==> src/hdl/eqp_pkg.sv <==
// Shared types, constants and the microcode program of the three-band peaking equalizer.
package eqp_pkg;

  localparam int NUM_BANDS = 3;
  localparam int BAND_W    = 2;
  localparam int COEF_W    = 24;
  localparam int CFG_W     = 48;
  localparam int NUM_REGS  = 2 * NUM_BANDS;
  localparam int CFG_IDX_W = 3;
  localparam int STEP_W    = 5;

  localparam logic [CFG_W-1:0] FF_RESET = 48'h4000_0000_0000;
  localparam logic [CFG_W-1:0] FB_RESET = 48'h0;

  typedef logic [STEP_W-1:0] step_t;
  typedef logic [BAND_W-1:0] band_t;

  typedef enum logic [2:0] {
    OP_IDLE,
    OP_MAC,
    OP_WAIT,
    OP_WRITE,
    OP_OUT
  } op_e;

  typedef enum logic [1:0] {
    C_B0,
    C_A1,
    C_B2,
    C_A2
  } coef_e;

  typedef enum logic [2:0] {
    T_X,
    T_PX,
    T_OX,
    T_PY,
    T_OY
  } tap_e;

  typedef enum logic [1:0] {
    J_NEXT,
    J_WAIT_IN,
    J_GOTO,
    J_GOTO_OUT_FREE
  } jmp_e;

  typedef struct packed {
    op_e   op;
    band_t band;
    coef_e coef;
    tap_e  tap;
    logic  neg;
    logic  clr;
    jmp_e  jmp;
    step_t target;
  } ctrl_t;

  function automatic ctrl_t cw(op_e op, band_t band, coef_e coef, tap_e tap,
                               logic neg, logic clr, jmp_e jmp);
    ctrl_t w;
    w.op     = op;
    w.band   = band;
    w.coef   = coef;
    w.tap    = tap;
    w.neg    = neg;
    w.clr    = clr;
    w.jmp    = jmp;
    w.target = '0;
    return w;
  endfunction

  // Per band: five products, a wait step for the last add, one round/saturate/update step.
  function automatic ctrl_t ucode(step_t s);
    ctrl_t w;
    case (s)
      5'd0:  w = cw(OP_IDLE,  2'd0, C_B0, T_X,  1'b0, 1'b0, J_WAIT_IN);
      5'd1:  w = cw(OP_MAC,   2'd0, C_B0, T_X,  1'b0, 1'b1, J_NEXT);
      5'd2:  w = cw(OP_MAC,   2'd0, C_A1, T_PX, 1'b0, 1'b0, J_NEXT);
      5'd3:  w = cw(OP_MAC,   2'd0, C_B2, T_OX, 1'b0, 1'b0, J_NEXT);
      5'd4:  w = cw(OP_MAC,   2'd0, C_A1, T_PY, 1'b1, 1'b0, J_NEXT);
      5'd5:  w = cw(OP_MAC,   2'd0, C_A2, T_OY, 1'b1, 1'b0, J_NEXT);
      5'd6:  w = cw(OP_WAIT,  2'd0, C_B0, T_X,  1'b0, 1'b0, J_NEXT);
      5'd7:  w = cw(OP_WRITE, 2'd0, C_B0, T_X,  1'b0, 1'b0, J_NEXT);
      5'd8:  w = cw(OP_MAC,   2'd1, C_B0, T_X,  1'b0, 1'b1, J_NEXT);
      5'd9:  w = cw(OP_MAC,   2'd1, C_A1, T_PX, 1'b0, 1'b0, J_NEXT);
      5'd10: w = cw(OP_MAC,   2'd1, C_B2, T_OX, 1'b0, 1'b0, J_NEXT);
      5'd11: w = cw(OP_MAC,   2'd1, C_A1, T_PY, 1'b1, 1'b0, J_NEXT);
      5'd12: w = cw(OP_MAC,   2'd1, C_A2, T_OY, 1'b1, 1'b0, J_NEXT);
      5'd13: w = cw(OP_WAIT,  2'd1, C_B0, T_X,  1'b0, 1'b0, J_NEXT);
      5'd14: w = cw(OP_WRITE, 2'd1, C_B0, T_X,  1'b0, 1'b0, J_NEXT);
      5'd15: w = cw(OP_MAC,   2'd2, C_B0, T_X,  1'b0, 1'b1, J_NEXT);
      5'd16: w = cw(OP_MAC,   2'd2, C_A1, T_PX, 1'b0, 1'b0, J_NEXT);
      5'd17: w = cw(OP_MAC,   2'd2, C_B2, T_OX, 1'b0, 1'b0, J_NEXT);
      5'd18: w = cw(OP_MAC,   2'd2, C_A1, T_PY, 1'b1, 1'b0, J_NEXT);
      5'd19: w = cw(OP_MAC,   2'd2, C_A2, T_OY, 1'b1, 1'b0, J_NEXT);
      5'd20: w = cw(OP_WAIT,  2'd2, C_B0, T_X,  1'b0, 1'b0, J_NEXT);
      5'd21: w = cw(OP_WRITE, 2'd2, C_B0, T_X,  1'b0, 1'b0, J_NEXT);
      5'd22: w = cw(OP_OUT,   2'd0, C_B0, T_X,  1'b0, 1'b0, J_GOTO_OUT_FREE);
      default: w = cw(OP_WAIT, 2'd0, C_B0, T_X, 1'b0, 1'b0, J_GOTO);
    endcase
    return w;
  endfunction

endpackage

==> src/hdl/eqp_in_if.sv <==
// Input sample channel: valid/ready handshake with one signed sample per beat.
interface eqp_in_if #(
  parameter int W = 24
) ();
  logic                valid;
  logic                ready;
  logic signed [W-1:0] sample_in;

  modport source (output valid, output sample_in, input ready);
  modport sink   (input valid, input sample_in, output ready);
endinterface

==> src/hdl/eqp_out_if.sv <==
// Output sample channel: valid/ready handshake with one signed sample per beat.
interface eqp_out_if #(
  parameter int W = 24
) ();
  logic                valid;
  logic                ready;
  logic signed [W-1:0] sample_out;

  modport source (output valid, output sample_out, input ready);
  modport sink   (input valid, input sample_out, output ready);
endinterface

==> src/hdl/eqp_seq.sv <==
// Microcode sequencer: step counter, program ROM lookup and conditional jumps.
module eqp_seq (
  input  logic           clk_i,
  input  logic           rst_ni,
  input  logic           in_valid_i,
  input  logic           out_busy_i,
  output logic           in_ready_o,
  output eqp_pkg::ctrl_t ctrl_o
);
  import eqp_pkg::*;

  step_t step_q, step_d;
  ctrl_t ctrl;

  assign ctrl       = ucode(step_q);
  assign ctrl_o     = ctrl;
  assign in_ready_o = (ctrl.op == OP_IDLE);

  always_comb begin
    step_d = step_q;
    case (ctrl.jmp)
      J_NEXT: begin
        step_d = step_q + step_t'(1);
      end
      J_WAIT_IN: begin
        if (in_valid_i) step_d = step_q + step_t'(1);
      end
      J_GOTO: begin
        step_d = ctrl.target;
      end
      J_GOTO_OUT_FREE: begin
        // hold until the output register can take the sample
        if (!out_busy_i) step_d = ctrl.target;
      end
      default: begin
        step_d = '0;
      end
    endcase
  end

  always_ff @(posedge clk_i or negedge rst_ni) begin
    if (!rst_ni) begin
      step_q <= '0;
    end else begin
      step_q <= step_d;
    end
  end

endmodule

==> src/hdl/eqp_dp.sv <==
// Datapath: coefficient registers, band history, shared multiplier-accumulator, output register.
module eqp_dp #(
  parameter int SW  = 24,
  parameter int CFB = 22
) (
  input  logic                              clk_i,
  input  logic                              rst_ni,
  input  eqp_pkg::ctrl_t                    ctrl_i,
  input  logic                              in_fire_i,
  input  logic signed [SW-1:0]              sample_in_i,
  input  logic                              cfg_we_i,
  input  logic [eqp_pkg::CFG_IDX_W-1:0]     cfg_idx_i,
  input  logic [eqp_pkg::CFG_W-1:0]         cfg_data_i,
  input  logic                              out_ready_i,
  output logic                              out_valid_o,
  output logic signed [SW-1:0]              sample_out_o,
  output logic                              out_busy_o
);
  import eqp_pkg::*;

  localparam int PROD_W = SW + COEF_W;
  localparam int ACC_W  = PROD_W + 3;
  localparam logic signed [ACC_W-1:0] RND_BIAS = ACC_W'(64'd1 << (CFB - 1));
  localparam logic signed [ACC_W-1:0] SAT_HI   = ACC_W'((64'd1 << (SW - 1)) - 64'd1);
  localparam logic signed [ACC_W-1:0] SAT_LO   = ~SAT_HI;

  logic [CFG_W-1:0]           cfg_q [NUM_REGS];
  logic signed [SW-1:0]       px_q [NUM_BANDS];
  logic signed [SW-1:0]       ox_q [NUM_BANDS];
  logic signed [SW-1:0]       py_q [NUM_BANDS];
  logic signed [SW-1:0]       oy_q [NUM_BANDS];
  logic signed [SW-1:0]       x_q;
  logic signed [PROD_W-1:0]   prod_q, prod_d;
  logic signed [ACC_W-1:0]    acc_q, acc_d;
  logic signed [ACC_W-1:0]    prod_ext, addend, rnd, shq;
  logic                       mac_q, neg_q, clr_q;
  logic                       out_valid_q;
  logic signed [SW-1:0]       sample_out_q;
  logic [CFG_W-1:0]           ff, fb;
  logic signed [COEF_W-1:0]   coef;
  logic signed [SW-1:0]       tap, y;
  logic                       out_load;

  assign ff = cfg_q[{ctrl_i.band, 1'b0}];
  assign fb = cfg_q[{ctrl_i.band, 1'b1}];

  always_comb begin
    case (ctrl_i.coef)
      C_B0:    coef = $signed(ff[CFG_W-1:COEF_W]);
      C_B2:    coef = $signed(ff[COEF_W-1:0]);
      C_A1:    coef = $signed(fb[CFG_W-1:COEF_W]);
      C_A2:    coef = $signed(fb[COEF_W-1:0]);
      default: coef = '0;
    endcase
  end

  always_comb begin
    case (ctrl_i.tap)
      T_X:     tap = x_q;
      T_PX:    tap = px_q[ctrl_i.band];
      T_OX:    tap = ox_q[ctrl_i.band];
      T_PY:    tap = py_q[ctrl_i.band];
      T_OY:    tap = oy_q[ctrl_i.band];
      default: tap = '0;
    endcase
  end

  assign prod_d   = tap * coef;
  assign prod_ext = ACC_W'(prod_q);
  assign addend   = neg_q ? -prod_ext : prod_ext;
  assign acc_d    = (clr_q ? '0 : acc_q) + addend;

  // round half up, floor shift, then clamp to the sample range
  assign rnd = acc_q + RND_BIAS;
  assign shq = rnd >>> CFB;
  always_comb begin
    if (shq > SAT_HI) begin
      y = SAT_HI[SW-1:0];
    end else if (shq < SAT_LO) begin
      y = SAT_LO[SW-1:0];
    end else begin
      y = shq[SW-1:0];
    end
  end

  assign out_busy_o   = out_valid_q && !out_ready_i;
  assign out_load     = (ctrl_i.op == OP_OUT) && !out_busy_o;
  assign out_valid_o  = out_valid_q;
  assign sample_out_o = sample_out_q;

  always_ff @(posedge clk_i or negedge rst_ni) begin
    if (!rst_ni) begin
      for (int i = 0; i < NUM_REGS; i++) begin
        cfg_q[i] <= (i % 2 == 0) ? FF_RESET : FB_RESET;
      end
    end else if (cfg_we_i) begin
      for (int i = 0; i < NUM_REGS; i++) begin
        if (cfg_idx_i == CFG_IDX_W'(i)) cfg_q[i] <= cfg_data_i;
      end
    end
  end

  always_ff @(posedge clk_i or negedge rst_ni) begin
    if (!rst_ni) begin
      for (int b = 0; b < NUM_BANDS; b++) begin
        px_q[b] <= '0;
        ox_q[b] <= '0;
        py_q[b] <= '0;
        oy_q[b] <= '0;
      end
    end else if (ctrl_i.op == OP_WRITE) begin
      // advance the band's history
      ox_q[ctrl_i.band] <= px_q[ctrl_i.band];
      px_q[ctrl_i.band] <= x_q;
      oy_q[ctrl_i.band] <= py_q[ctrl_i.band];
      py_q[ctrl_i.band] <= y;
    end
  end

  always_ff @(posedge clk_i or negedge rst_ni) begin
    if (!rst_ni) begin
      mac_q       <= 1'b0;
      neg_q       <= 1'b0;
      clr_q       <= 1'b0;
      out_valid_q <= 1'b0;
    end else begin
      mac_q <= (ctrl_i.op == OP_MAC);
      neg_q <= ctrl_i.neg;
      clr_q <= ctrl_i.clr;
      if (out_load) begin
        out_valid_q <= 1'b1;
      end else if (out_ready_i) begin
        out_valid_q <= 1'b0;
      end
    end
  end

  always_ff @(posedge clk_i) begin
    prod_q <= prod_d;
    if (mac_q) acc_q <= acc_d;
    if (in_fire_i) begin
      x_q <= sample_in_i;
    end else if (ctrl_i.op == OP_WRITE) begin
      x_q <= y;
    end
    if (out_load) sample_out_q <= x_q;
  end

endmodule

==> src/hdl/three_band_peaking_eq.sv <==
// Three cascaded peaking biquads (direct form I) on one shared multiplier-accumulator.
//
// Samples enter on in_i and leave on out_o, both valid/ready channels with one
// signed sample per beat. Coefficients are written through cfg_we_i/cfg_idx_i/
// cfg_data_i; indexes 6 and 7 are ignored. The user must write them only while
// no sample is in flight; the block does not enforce this. A microcode program
// steps the datapath: per band five products through one multiplier, a wait step
// for the last add, and a step to round, saturate and update the band history;
// the single multiplier computes all 15 products. The last step loads the result
// into the output register, and no new sample is taken until the program is idle.
// The output register holds a finished sample while the receiver stalls, and
// the next sample is accepted and filtered meanwhile; its last step holds until
// the output register is free.
// Reset clears the band histories, sets every band to unity gain (b0 = 1.0,
// all other coefficients zero) and empties the output register.
module three_band_peaking_eq #(
  parameter int SAMPLE_WIDTH   = 24,
  parameter int COEF_FRAC_BITS = 22
) (
  input  logic                           clk_i,
  input  logic                           rst_ni,
  eqp_in_if.sink                         in_i,
  eqp_out_if.source                      out_o,
  input  logic                           cfg_we_i,
  input  logic [eqp_pkg::CFG_IDX_W-1:0]  cfg_idx_i,
  input  logic [eqp_pkg::CFG_W-1:0]      cfg_data_i
);
  import eqp_pkg::*;

  ctrl_t ctrl;
  logic  in_fire;
  logic  out_busy;

  assign in_fire = in_i.valid && in_i.ready;

  eqp_seq u_seq (
    .clk_i      (clk_i),
    .rst_ni     (rst_ni),
    .in_valid_i (in_i.valid),
    .out_busy_i (out_busy),
    .in_ready_o (in_i.ready),
    .ctrl_o     (ctrl)
  );

  eqp_dp #(
    .SW  (SAMPLE_WIDTH),
    .CFB (COEF_FRAC_BITS)
  ) u_dp (
    .clk_i        (clk_i),
    .rst_ni       (rst_ni),
    .ctrl_i       (ctrl),
    .in_fire_i    (in_fire),
    .sample_in_i  (in_i.sample_in),
    .cfg_we_i     (cfg_we_i),
    .cfg_idx_i    (cfg_idx_i),
    .cfg_data_i   (cfg_data_i),
    .out_ready_i  (out_o.ready),
    .out_valid_o  (out_o.valid),
    .sample_out_o (out_o.sample_out),
    .out_busy_o   (out_busy)
  );

`ifndef SYNTHESIS
  a_accept_leaves_idle: assert property (@(posedge clk_i) disable iff (!rst_ni)
    in_fire |=> !in_i.ready)
    else $error("sequencer still idle after taking a sample");

  a_write_after_wait: assert property (@(posedge clk_i) disable iff (!rst_ni)
    ctrl.op == OP_WRITE |-> $past(ctrl.op) == OP_WAIT)
    else $error("band write-back not preceded by accumulate wait");

  a_out_load_valid: assert property (@(posedge clk_i) disable iff (!rst_ni)
    (ctrl.op == OP_OUT) && !out_busy |=> out_o.valid)
    else $error("output step did not raise valid");

  a_no_accept_busy: assert property (@(posedge clk_i) disable iff (!rst_ni)
    in_i.ready |-> ctrl.op != OP_MAC && ctrl.op != OP_WRITE)
    else $error("ready raised while a sample is being filtered");
`endif

endmodule
==> src/flat_wrapper.sv <==
// flat-port wrapper written by rule: the top's interface ports become plain ports
module three_band_peaking_eq_flat import eqp_pkg::*;
#(
  parameter int SAMPLE_WIDTH   = 24,
  parameter int COEF_FRAC_BITS = 22
)
  (clk_i, rst_ni, cfg_we_i, cfg_idx_i, cfg_data_i, in_i_valid, in_i_sample_in, in_i_ready, out_o_valid, out_o_sample_out, out_o_ready);
  eqp_in_if in_i_i ();
  eqp_out_if out_o_i ();
  input  logic clk_i;
  input  logic rst_ni;
  input  logic cfg_we_i;
  input  logic [eqp_pkg::CFG_IDX_W-1:0] cfg_idx_i;
  input  logic [eqp_pkg::CFG_W-1:0] cfg_data_i;
  input wire logic [$bits(in_i_i.valid)-1:0] in_i_valid;
  input wire logic [$bits(in_i_i.sample_in)-1:0] in_i_sample_in;
  output wire logic [$bits(in_i_i.ready)-1:0] in_i_ready;
  output wire logic [$bits(out_o_i.valid)-1:0] out_o_valid;
  output wire logic [$bits(out_o_i.sample_out)-1:0] out_o_sample_out;
  input wire logic [$bits(out_o_i.ready)-1:0] out_o_ready;
  assign in_i_i.valid = in_i_valid;
  assign in_i_i.sample_in = in_i_sample_in;
  assign in_i_ready = in_i_i.ready;
  assign out_o_valid = out_o_i.valid;
  assign out_o_sample_out = out_o_i.sample_out;
  assign out_o_i.ready = out_o_ready;
  three_band_peaking_eq #(.SAMPLE_WIDTH(SAMPLE_WIDTH), .COEF_FRAC_BITS(COEF_FRAC_BITS)) u_core (.clk_i(clk_i), .rst_ni(rst_ni), .in_i(in_i_i), .out_o(out_o_i), .cfg_we_i(cfg_we_i), .cfg_idx_i(cfg_idx_i), .cfg_data_i(cfg_data_i));
endmodule
==> config.mk <==
export PLATFORM = sky130hd
export DESIGN_NAME = three_band_peaking_eq_flat
export DESIGN_NICKNAME = d
export VERILOG_FILES = /design/src/hdl/eqp_pkg.sv /design/src/hdl/eqp_in_if.sv /design/src/hdl/eqp_out_if.sv /design/src/hdl/eqp_seq.sv /design/src/hdl/eqp_dp.sv /design/src/hdl/three_band_peaking_eq.sv /design/src/flat_wrapper.sv
export SDC_FILE = /design/constraint.sdc
export NUM_CORES = 2
export LEC_CHECK = 0
export BUFFER_PORTS_ARGS = -buffer_cell sky130_fd_sc_hd__buf_2
export CORE_ASPECT_RATIO = 1.2
export CORE_MARGIN = 2
export CORE_UTILIZATION = 60
export CTS_CLUSTER_SIZE = 12
export DETAILED_ROUTE_END_ITERATION = 7
export PLACE_DENSITY_LB_ADDON = 0.12
export REMOVE_ABC_BUFFERS = 1
export SLEW_MARGIN = 20
export SYNTH_ARGS = -nofsm -noshare
export SYNTH_HDL_FRONTEND = slang
export SYNTH_SLANG_ARGS = --single-unit
==> constraint.sdc <==
create_clock -name clk_i -period 17.5 [get_ports clk_i]
set_input_delay 3.5 -clock clk_i [delete_from_list [all_inputs] [get_ports clk_i]]
set_output_delay 3.5 -clock clk_i [all_outputs]
set_load 0.1 [all_outputs]
==> results.yml <==
finish:
  area_growth_pct: 8.16
  drive_above_1_share: 0.134
  final_cell_mix: "nand2_1, inv_1, fa_1, dfrtp_1, o21ai_0"
  final_area_mm2: 0.0606
  final_common_cell: "nand2_1"
  num-nets-final: 6490
sta:
  max_freq_mhz: 89.6
  setup_viol: 0
  post-route-period-util: 0.637
  fin_ws_ns: 6.34
  skew_ns: 0.0321
  finalSetupTns_ns: 0
  drv_slew: 0
  rsz0062_at_grt: "no"
  period_minus_slack_ns: 11.16
  hold_violations: 0
  tightest_slew_ns: 1.17
  relSlewSlack: 0.221
placement:
  postPlaceCellArea_mm2: 0.0579
  dpl.hpwl_mm: 107
  port_buffers: 105
  place_ws_ns: 6.56
  place.gp.congestion: 0.923
cts:
  cts_setup_buffers: 0
  ctsResizeCount: 0
  cts_hold_buf: 0
  root_buffer: "clkbuf_16"
  clock_latency_ns: 0.68
  cts_tree: "yes"
  numCtsBuffers: 79
  clock_path_buffers: 3
  htreeDepth: 3
  cts.clk_slew.worst_paths_ns: 0.06
  cts.sinks: 732
yosys:
  synth_area_per_cell_um2: 9.89
  yosysUniqueCellTypes: 84
  yosys_warnings: 0
  synth-main-ff-cell: "dfrtp_1"
  ys_seq_elements: 732
  synth_area_mm2: 0.0560
  async_flop_share: 0.799
  synth_cells: 5659
  synth_enable_flop_cells: 99
  ys_seq_area_frac: 0.332
floorplanning:
  ios: 106
  start_util: 0.606
  die-area_mm2: 0.0958
  fp-row-count: 122
  die_x_um: 283
  die_h_um: 339
  design.core.area_mm2: 0.0924
status:
  status: "complete, but fails checks"
  violations: "DRC"
route:
  dr.pass1.iters: 8
  via_per_inst: 6.06
  finalWirelength_mm: 152
  drt_iter0_drc: 4101
  post_drt_wl_per_cell_um: 22.0
  ant_nets: 0
  vias: 41900
  drc: 9
worst_setup_path:
  r2r_setup_slack_ns: 6.34
  critPathArrivalTime_ns: 11.69
  end_kind: "flip-flop"
  path_buf_inv: 8
  crit_fanout: 76
  start_kind: "flip-flop"
  required_ns: 18.04
  path_class: "flip-flop to flip-flop"
  slowest_delay_ns: 0.88
  crit_family: "adder cells"
  crit_path_top_delay_cell: "dfrtp_1"
global_routing:
  grt_max_degree: 169
  first_global_vias: 43500
  gr-usage-all-layers: 0.329
  gr-total-overflow: 0
  grt_pass1_wl_mm: 246
  grt_antenna_before_repair: 5
flow_run:
  drv_cap: 0
min_path:
  hold_path_class: "flip-flop to flip-flop"
tightest hold or removal path: stages, from the launching register on:
cell     delay (ns)
dfrtp_1        0.34
nand2_1        0.04
o21ai_0        0.06
path summary, 6_finish.rpt:
path,to,cells past startpoint,start
hold / removal,u_core.u_dp.py_q[50],2,u_core.u_dp.py_q[50]
setup / recovery,u_core.u_dp.prod_q[35],32,u_core.u_seq.step_q[4]
setup reg to reg,u_core.u_dp.prod_q[35],32,u_core.u_seq.step_q[4]
hold reg to reg,u_core.u_dp.py_q[50],2,u_core.u_dp.py_q[50]
min in group asynchronous,u_core.u_dp.cfg_q[99],1,rst_ni
max in group asynchronous,u_core.u_dp.ox_q[69],3,rst_ni
cells by family (layout without fill, tap and decap cells):
logic type	Yosys count	count (layout)	synth area share
flip-flops	732	732	0.332
AND/OR/NAND/NOR	1554	1554	0.121
adder cells (fa/ha/maj)	802	802	0.261
XOR/XNOR	164	164	0.0257
multiplexers	377	377	0.0755
AO/OA/AOI/OAI	1018	1018	0.117
buffers and inverters	1012	1020	0.0682
other	0	3	0
registers in the layout, summed over array words and instances, names as in the netlist, 5 cells and up:
signal,cells
u_core.u_dp.cfg_q,288
u_core.u_dp.oy_q,72
u_core.u_seq.step_q,5
u_core.u_dp.x_q,24
u_core.u_dp.ox_q,72
u_core.u_dp.sample_out_o,24
u_core.u_dp.py_q,72
u_core.u_dp.px_q,72
u_core.u_dp.acc_q,51
u_core.u_dp.prod_q,48
layer usage:
metal	share of wire	vias to the layer above	track usage
met1	0.40	21300	0.442
li1	-	18600	-
met3	0.070	360	0.0451
met2	0.48	1592	0.536
met5	0	-	0
met4	0.047	0	0.143
layout make-up:
type	instances	area, um^2
multi-input cells	3915	34000
fillers	7443	31800
flip-flops and latches	732	18600
inverters	689	2590
clock buffers	121	2310
well taps	1240	1550
repair buffers	191	1220
clock inverters	19	333
diodes	3	7.51
metrics by stage:
step / instances / util / hold WS [ns]
global route: 6907 / 0.656 / 0.496
detailed placement: 6766 / 0.627 / 0.464
CTS: 6906 / 0.655 / 0.477
finish: 6910 / 0.656 / 0.475
floorplan: 5336 / - / 0.445
global placement: 6766 / 0.627 / 0.456
cells in the mapped netlist (all sizes together), types with 79 or more instances:
library cell	count	area (um^2)
nand2	880	3300
inv	689	2590
fa	608	12200
dfrtp	582	14600
o21ai	461	2310
mux2	361	4070
nor2	277	1040
clkbuf	261	980
ha	194	2430
a21oi	153	766
xnor2	126	1100
a222oi	123	1230
edfxtp	99	2970
nor2b	79	494
Power is left out: the tool's default activity adds up to more than one toggle a clock period on the data nets, which glitch-free logic cannot reach.
